$ cat config.mk
export PLATFORM = sky130hd
export DESIGN_NAME = bit_packed_rle_decoder
export DESIGN_NICKNAME = d
export VERILOG_FILES = /design/src/rtl/rld_pkg.sv /design/src/rtl/rld_front.sv /design/src/rtl/rld_queue.sv /design/src/rtl/rld_back.sv /design/src/rtl/bit_packed_rle_decoder.sv
export SDC_FILE = /design/constraint.sdc
export NUM_CORES = 1
export LEC_CHECK = 0
export BUFFER_PORTS_ARGS = -buffer_cell sky130_fd_sc_hd__buf_2
export CORE_UTILIZATION = 35
export CTS_CLUSTER_DIAMETER = 120
export DETAILED_ROUTE_END_ITERATION = 12
export SKIP_CTS_REPAIR_TIMING = 1
export SLEW_MARGIN = 20
export SYNTH_ARGS = -nofsm -noshare
export SYNTH_HDL_FRONTEND = slang
export SYNTH_SLANG_ARGS = --single-unit
$ cat constraint.sdc
create_clock -name i_clk -period 18.4 [get_ports i_clk]
set_clock_uncertainty 0.1 [all_clocks]
set_input_delay 3.68 -clock i_clk [delete_from_list [all_inputs] [get_ports i_clk]]
set_output_delay 3.68 -clock i_clk [all_outputs]
set_load 0.02 [all_outputs]
$ cat src/rtl/rld_pkg.sv
// ----------------------------------------------------------------------------
// rld_pkg
// Shared types and constants for the bit-packed run-length decoder.
// ----------------------------------------------------------------------------
package rld_pkg;

    // Token layout: 1-bit kind, then count minus one
    localparam int COUNT_BITS = 6;
    localparam int HDR_BITS   = COUNT_BITS + 1;
    localparam int BYTE_BITS  = 8;
    localparam int CNT_W      = COUNT_BITS + 1;            // holds a full run length
    localparam int HELD_W     = $clog2(BYTE_BITS + 1);

    // Command queue between front and back
    localparam int QDEPTH = 2;
    localparam int QAW    = (QDEPTH > 1) ? $clog2(QDEPTH) : 1;
    localparam int QCW    = $clog2(QDEPTH + 1);

    // Token parser phase
    typedef enum logic [1:0] {
        PH_HEADER,
        PH_LITERAL,
        PH_RUN
    } t_phase;

    // One output command: a byte repeated count times, or an end-only marker
    typedef struct packed {
        logic                 has_data;
        logic [BYTE_BITS-1:0] data;
        logic [CNT_W-1:0]     count;
        logic                 eos;
    } t_cmd;

    // Queue status seen by its two users
    typedef struct packed {
        logic full;
        logic empty;
    } t_qstat;

endpackage

$ cat src/rtl/rld_front.sv
// ----------------------------------------------------------------------------
// rld_front
// Parses one compressed byte per transfer into at most one output command.
// ----------------------------------------------------------------------------
module rld_front
    import rld_pkg::*;
(
    input  logic                 i_clk,
    input  logic                 i_rst_n,
    input  logic                 i_in_valid,
    output logic                 o_in_ready,
    input  logic [BYTE_BITS-1:0] i_code_byte,
    input  t_qstat               i_qstat,
    output logic                 o_push,
    output t_cmd                 o_cmd
);

    logic [BYTE_BITS-1:0] r_store, n_store;
    logic [HELD_W-1:0]    r_held,  n_held;
    t_phase               r_phase, n_phase;
    logic [CNT_W-1:0]     r_left,  n_left;
    logic                 r_done,  n_done;

    logic                 ev;
    logic [BYTE_BITS-1:0] ev_val;
    logic [CNT_W-1:0]     ev_cnt;
    logic                 ended;
    logic                 in_fire;

    // After the end marker every byte is taken and dropped
    assign o_in_ready = r_done | ~i_qstat.full;
    assign in_fire    = i_in_valid & o_in_ready;

    // Next state: walk the eight bits of the byte, MSB first
    always_comb begin
        logic [BYTE_BITS-1:0] s;
        logic [HELD_W-1:0]    h;
        t_phase               ph;
        logic [CNT_W-1:0]     left;
        s      = r_store;
        h      = r_held;
        ph     = r_phase;
        left   = r_left;
        ended  = 1'b0;
        ev     = 1'b0;
        ev_val = '0;
        ev_cnt = '0;
        for (int b = BYTE_BITS - 1; b >= 0; b--) begin
            if (!ended) begin
                s = {s[BYTE_BITS-2:0], i_code_byte[b]};
                h = h + HELD_W'(1);
                case (ph)
                    PH_LITERAL: begin
                        if (h == HELD_W'(BYTE_BITS)) begin
                            ev     = 1'b1;
                            ev_val = s;
                            ev_cnt = CNT_W'(1);
                            s      = '0;
                            h      = '0;
                            left   = left - CNT_W'(1);
                            if (left == '0) ph = PH_HEADER;
                        end
                    end
                    PH_RUN: begin
                        if (h == HELD_W'(BYTE_BITS)) begin
                            ev     = 1'b1;
                            ev_val = s;
                            ev_cnt = left;
                            s      = '0;
                            h      = '0;
                            left   = '0;
                            ph     = PH_HEADER;
                        end
                    end
                    default: begin
                        ph = PH_HEADER;
                        if (h == HELD_W'(HDR_BITS)) begin
                            // kind 1 with zero count field is the end marker
                            if (s[COUNT_BITS] && (s[COUNT_BITS-1:0] == '0)) begin
                                ended = 1'b1;
                            end else begin
                                left = CNT_W'(s[COUNT_BITS-1:0]) + CNT_W'(1);
                                ph   = s[COUNT_BITS] ? PH_RUN : PH_LITERAL;
                            end
                            s = '0;
                            h = '0;
                        end
                    end
                endcase
            end
        end
        n_store = s;
        n_held  = h;
        n_phase = ph;
        n_left  = left;
        n_done  = ended;
    end

    // Outputs: one command per byte that completes data or the end marker
    always_comb begin
        o_push = in_fire & ~r_done & (ev | ended);
        if (ev) begin
            o_cmd.has_data = 1'b1;
            o_cmd.data     = ev_val;
            o_cmd.count    = ev_cnt;
        end else begin
            o_cmd.has_data = 1'b0;
            o_cmd.data     = '0;
            o_cmd.count    = CNT_W'(1);
        end
        o_cmd.eos = ended;
    end

    // Parser state
    always_ff @(posedge i_clk) begin
        if (!i_rst_n) begin
            r_store <= '0;
            r_held  <= '0;
            r_phase <= PH_HEADER;
            r_left  <= '0;
            r_done  <= 1'b0;
        end else if (in_fire && !r_done) begin
            r_store <= n_store;
            r_held  <= n_held;
            r_phase <= n_phase;
            r_left  <= n_left;
            r_done  <= n_done;
        end
    end

endmodule

$ cat src/rtl/rld_queue.sv
// ----------------------------------------------------------------------------
// rld_queue
// Short command queue that decouples the parser from the expander.
// ----------------------------------------------------------------------------
module rld_queue
    import rld_pkg::*;
(
    input  logic   i_clk,
    input  logic   i_rst_n,
    input  logic   i_push,
    input  t_cmd   i_cmd,
    input  logic   i_pop,
    output t_cmd   o_head,
    output t_qstat o_stat
);

    t_cmd            r_mem [QDEPTH];
    logic [QAW-1:0]  r_wptr, r_rptr;
    logic [QCW-1:0]  r_count;

    function automatic logic [QAW-1:0] ptr_inc(input logic [QAW-1:0] p);
        ptr_inc = (p == QAW'(QDEPTH - 1)) ? '0 : p + QAW'(1);
    endfunction

    assign o_stat.full  = (r_count == QCW'(QDEPTH));
    assign o_stat.empty = (r_count == '0);
    assign o_head       = r_mem[r_rptr];

    // Entry storage
    always_ff @(posedge i_clk) begin
        if (i_push) begin
            r_mem[r_wptr] <= i_cmd;
        end
    end

    // Pointers and fill count
    always_ff @(posedge i_clk) begin
        if (!i_rst_n) begin
            r_wptr  <= '0;
            r_rptr  <= '0;
            r_count <= '0;
        end else begin
            if (i_push) r_wptr <= ptr_inc(r_wptr);
            if (i_pop)  r_rptr <= ptr_inc(r_rptr);
            case ({i_push, i_pop})
                2'b10:   r_count <= r_count + QCW'(1);
                2'b01:   r_count <= r_count - QCW'(1);
                default: r_count <= r_count;
            endcase
        end
    end

endmodule

$ cat src/rtl/rld_back.sv
// ----------------------------------------------------------------------------
// rld_back
// Expands queued commands into output transfers, one byte per cycle while i_out_ready is high.
// ----------------------------------------------------------------------------
module rld_back
    import rld_pkg::*;
(
    input  logic                 i_clk,
    input  logic                 i_rst_n,
    input  t_cmd                 i_head,
    input  t_qstat               i_qstat,
    output logic                 o_pop,
    output logic                 o_out_valid,
    input  logic                 i_out_ready,
    output logic                 o_has_data,
    output logic [BYTE_BITS-1:0] o_data_byte,
    output logic                 o_end_of_stream,
    output logic                 o_last
);

    logic                 r_busy;
    logic                 r_has;
    logic [BYTE_BITS-1:0] r_data;
    logic [CNT_W-1:0]     r_left;
    logic                 r_eos;
    logic                 final_one;
    logic                 out_fire;

    assign final_one = (r_left == CNT_W'(1));
    assign out_fire  = r_busy & i_out_ready;

    // Load the next command when idle or when the current one finishes
    assign o_pop = ~i_qstat.empty & (~r_busy | (out_fire & final_one));

    assign o_out_valid     = r_busy;
    assign o_has_data      = r_has;
    assign o_data_byte     = r_data;
    assign o_last          = final_one;
    assign o_end_of_stream = r_eos & final_one;

    // Busy flag and remaining count
    always_ff @(posedge i_clk) begin
        if (!i_rst_n) begin
            r_busy <= 1'b0;
            r_left <= '0;
        end else if (o_pop) begin
            r_busy <= 1'b1;
            r_left <= i_head.count;
        end else if (out_fire) begin
            r_left <= r_left - CNT_W'(1);
            if (final_one) r_busy <= 1'b0;
        end
    end

    // Payload of the command being expanded
    always_ff @(posedge i_clk) begin
        if (o_pop) begin
            r_has  <= i_head.has_data;
            r_data <= i_head.data;
            r_eos  <= i_head.eos;
        end
    end

endmodule

$ cat src/rtl/bit_packed_rle_decoder.sv
// ----------------------------------------------------------------------------
// bit_packed_rle_decoder
// Bit-aligned run-length decoder: compressed bytes in, decoded bytes out.
//
//   channel | direction | handshake                 | payload
//   --------+-----------+---------------------------+---------------------------
//   input   | in        | i_in_valid / o_in_ready   | i_code_byte
//   output  | out       | o_out_valid / i_out_ready | o_has_data, o_data_byte,
//           |           |                           | o_end_of_stream, o_last
//
// A compressed byte is parsed on transfer; its command enters the queue and is
// then loaded into the expander registers. One output byte leaves per cycle
// while i_out_ready is high; a run of N copies holds the expander until all N
// are out. Input flows until the two-entry queue fills, then o_in_ready drops.
// Reset is synchronous, active low; no clearing pass, input ready on release.
// After the end marker every input byte is taken and dropped until reset.
// ----------------------------------------------------------------------------
module bit_packed_rle_decoder
    import rld_pkg::*;
(
    input  logic                 i_clk,
    input  logic                 i_rst_n,
    input  logic                 i_in_valid,
    output logic                 o_in_ready,
    input  logic [BYTE_BITS-1:0] i_code_byte,
    output logic                 o_out_valid,
    input  logic                 i_out_ready,
    output logic                 o_has_data,
    output logic [BYTE_BITS-1:0] o_data_byte,
    output logic                 o_end_of_stream,
    output logic                 o_last
);

    logic   push;
    logic   pop;
    t_cmd   push_cmd;
    t_cmd   head_cmd;
    t_qstat qstat;

    // Token parser
    rld_front u_front (
        .i_clk       (i_clk),
        .i_rst_n     (i_rst_n),
        .i_in_valid  (i_in_valid),
        .o_in_ready  (o_in_ready),
        .i_code_byte (i_code_byte),
        .i_qstat     (qstat),
        .o_push      (push),
        .o_cmd       (push_cmd)
    );

    // Command queue
    rld_queue u_queue (
        .i_clk   (i_clk),
        .i_rst_n (i_rst_n),
        .i_push  (push),
        .i_cmd   (push_cmd),
        .i_pop   (pop),
        .o_head  (head_cmd),
        .o_stat  (qstat)
    );

    // Run expander and output register
    rld_back u_back (
        .i_clk           (i_clk),
        .i_rst_n         (i_rst_n),
        .i_head          (head_cmd),
        .i_qstat         (qstat),
        .o_pop           (pop),
        .o_out_valid     (o_out_valid),
        .i_out_ready     (i_out_ready),
        .o_has_data      (o_has_data),
        .o_data_byte     (o_data_byte),
        .o_end_of_stream (o_end_of_stream),
        .o_last          (o_last)
    );

endmodule

==> impl_metrics.py <==
metrics = {
    "outcome": {
        "status": "completed",
    },
    "synth": {
        "synth_top_family_by_area": "compound AO/OA/AOI/OAI gates",
        "yosysSeqAreaShare": 0.1652,
        "synth_compound_area_frac": 0.3362,
        "synth-xor-area-share": 0.03758,
        "synthMuxAreaShare": 0.02137,
        "synthDistinctLibCells": 121,
        "synthCells": 1654,
        "synth_nets": 1741,
        "ys.flop_type": "edfxtp_1",
        "synth.top_cell.area_share": 0.1090,
        "ys_async_sr_fraction": 0,
        "synth_area_leader_cell": "edfxtp_1",
        "yosys.area_share.simple": 0.2997,
        "synth-edff-count": 44,
        "syn_area_per_cell_um2": 7.328,
        "synth-seq-cells": 78,
        "synth.area.top_cells": "edfxtp_1 (11%), ha_1 (7.7%), dfxtp_1 (5.6%)",
        "synth_most_common_cell": "nand2_1",
        "netlist_area_mm2": 0.01212,
        "synth_warnings": 0,
        "synth_fa_ha_area_frac": 0.07742,
        "synthTopCellsByCount": "nand2_1 (150), nor2_1 (146), a21oi_1 (95), inv_1 (95)",
    },
    "grt": {
        "antenna_found_initial": 1,
        "grt_pass1_vias": 12780,
        "grt_overflow": 0,
        "track_usage": 0.2621,
        "grt_pass1_wl_um": 73940,
        "grt_max_degree": 36,
    },
    "clocking": {
        "root_buffer": "clkbuf_16",
        "cts_buffers": 9,
        "cts_buffer_depth": 2,
        "cts_tree": "done",
        "clock-sinks": 78,
        "path_clk_slew_ns": 0.06,
        "h-tree-depth": 3,
        "clk_latency_ns": 0.33,
    },
    "timing": {
        "fmax_mhz": 56.94,
        "finalMaxSlewViolations": 0,
        "hold_violations": 0,
        "period_needed_ns": 17.56,
        "worstMarginPinSlew_ns": 1.015,
        "relSlewSlack": 0.3199,
        "setup_viol": 0,
        "period_share": 0.9546,
    },
    "worst_setup_path": {
        "ff2ff_setup_slack_ns": 2.68,
        "critical_path.most_common_cell": "nand2_1",
        "reg2reg_to": "u_queue.r_count[1]",
        "reg2reg_from": "u_front.r_held[1]",
        "worstSetupEndpointType": "flop",
        "critPathMaxStageDelay_ns": 0.58,
        "worstSetupStartpointType": "input pin",
        "critPathKind": "in2reg",
        "rr_worst_depth": 59,
        "required_ns": 18.55,
        "cp_max_fo": 12,
        "cp.arrival_ns": 17.71,
        "cpMaxStageDelayCell": "a21oi_1",
    },
    "drt": {
        "vias": 13770,
        "post_drt_wl_per_cell_um": 22.53,
        "drtAntennaViolNets": 0,
        "drtPass1Iterations": 6,
        "routed_wl_um": 47920,
        "vias_per_cell": 6.472,
        "drcViolationCount": 0,
        "drtIter0Drc": 1896,
    },
    "floorplanning": {
        "start_util": 0.3588,
        "io_pins": 25,
        "die_x_um": 188.1,
        "core_mm2": 0.03378,
        "die_area_mm2": 0.03538,
        "die_h_um": 188.1,
        "row_count": 67,
    },
    "placement": {
        "post_dp_cell_area_mm2": 0.01291,
        "place_hpwl_um": 37510,
        "place_congestion": 0.9924,
        "portBuffers": 24,
    },
    "final_layout": {
        "design_area_mm2": 0.01337,
        "drive_gt1_frac": 0.1347,
        "fillers": 3440,
        "nNetsFinal": 1760,
        "syn2layout_area_growth_pct": 10.32,
    },
    "worst_hold_path": {
        "hold_start": "u_back.r_left[5]",
        "min_to": "u_back.r_left[5]",
        "hold_depth": 2,
        "hold_path_class": "reg2reg",
    },
    "run": {
        "drv_cap": 0,
    },
}
## cell usage in the layout (no fill, tap or decap), types with 39 or more instances in the layout
master / synthesis / routed
xnor2_1: 39 / 39
ha_1: 75 / 74
nand4_1: 40 / 40
nand2_1: 150 / 150
a21oi_1: 95 / 94
edfxtp_1: 44 / 44
inv_1: 95 / 95
nand3_1: 73 / 72
nor3_1: 71 / 67
o21ai_0: 75 / 75
a211oi_1: 40 / 40
nor2_1: 146 / 145
buf_4: 4 / 71
## registers in the layout (all words and copies together) (netlist names), named ones only
register            count
u_queue.r_mem          34
u_back.o_data_byte      8
u_back.r_left           7
u_front.r_left          7
u_front.r_store         7
u_front.r_held          4
u_front.r_phase         2
u_queue.r_count         2
u_back.o_has_data       1
u_back.o_out_valid      1
u_back.r_eos            1
u_front.r_done          1
u_queue.r_rptr          1
u_queue.r_wptr          1
## kinds of logic (layout without fill, tap and decap cells)
kind of cell / count (synthesis) / count (layout)
compound gates: 547 / 547
xor+xnor: 52 / 52
fa+ha+maj: 75 / 75
buf+inv: 186 / 210
flops: 78 / 78
mux: 24 / 24
other cells: 0 / 1
simple gates: 692 / 692
## worst max-delay path by stage
stage	from	end	slack, ns	cells past startpoint
after floorplan	i_code_byte[7]	u_queue.r_mem[0][0]	1.61	70
after global placement	i_code_byte[7]	u_queue.r_count[1]	0.08	61
after detailed placement	i_code_byte[7]	u_queue.r_count[1]	0.007	63
after CTS	i_code_byte[7]	u_queue.r_count[1]	0.28	63
after global routing	i_code_byte[7]	u_queue.r_count[1]	-0.05	68
final	i_code_byte[7]	u_queue.r_count[1]	0.84	58
## layout make-up
class	instances	area, um2	area share
Antenna cell	1	2.502	0.0001871
Inverter	97	364.1	0.02723
Clock buffer	9	225.2	0.01684
Timing Repair Buffer	97	675.6	0.05053
Tap cell	448	560.5	0.04192
Multi-Input combinational cell	1390	9469	0.7081
Clock inverter	7	72.57	0.005427
Sequential cell	78	2002	0.1497
## routing by layer
metal	up-vias	GRT usage	part of all wire	routed length, um
met1	6525	0.3684	0.44	21190
met3	107	0.03425	0.089	4258
met2	738	0.4126	0.44	21020
met5	-	0	0	0
met4	0	0.08099	0.030	1447
li1	6396	-	-	-
## worst max-delay path, delay by kind of cell
family / cells / cell delay (ns)
compound gates: 21 / 5.51
simple gates: 20 / 4.55
fa+ha+maj: 8 / 2.72
buf+inv: 8 / 1.03
xor+xnor: 1 / 0.19
## metrics by stage
step,utilization,setup TNS (ns),setup WS (ns),hold WS [ns],cells
floorplan,-,0,1.610,0.3461,1654
global placement,0.3820,0,0.08227,0.3648,2103
detailed placement,0.3820,0,0.006951,0.3787,2103
CTS,0.3908,0,0.2754,0.3875,2119
global route,0.3958,-0.05428,-0.05428,0.4264,2127
finish,0.3958,0,0.8362,0.3850,2127
Power is left out: the tool's default activity adds up to more than one toggle a clock period on the data nets, which glitch-free logic cannot reach.
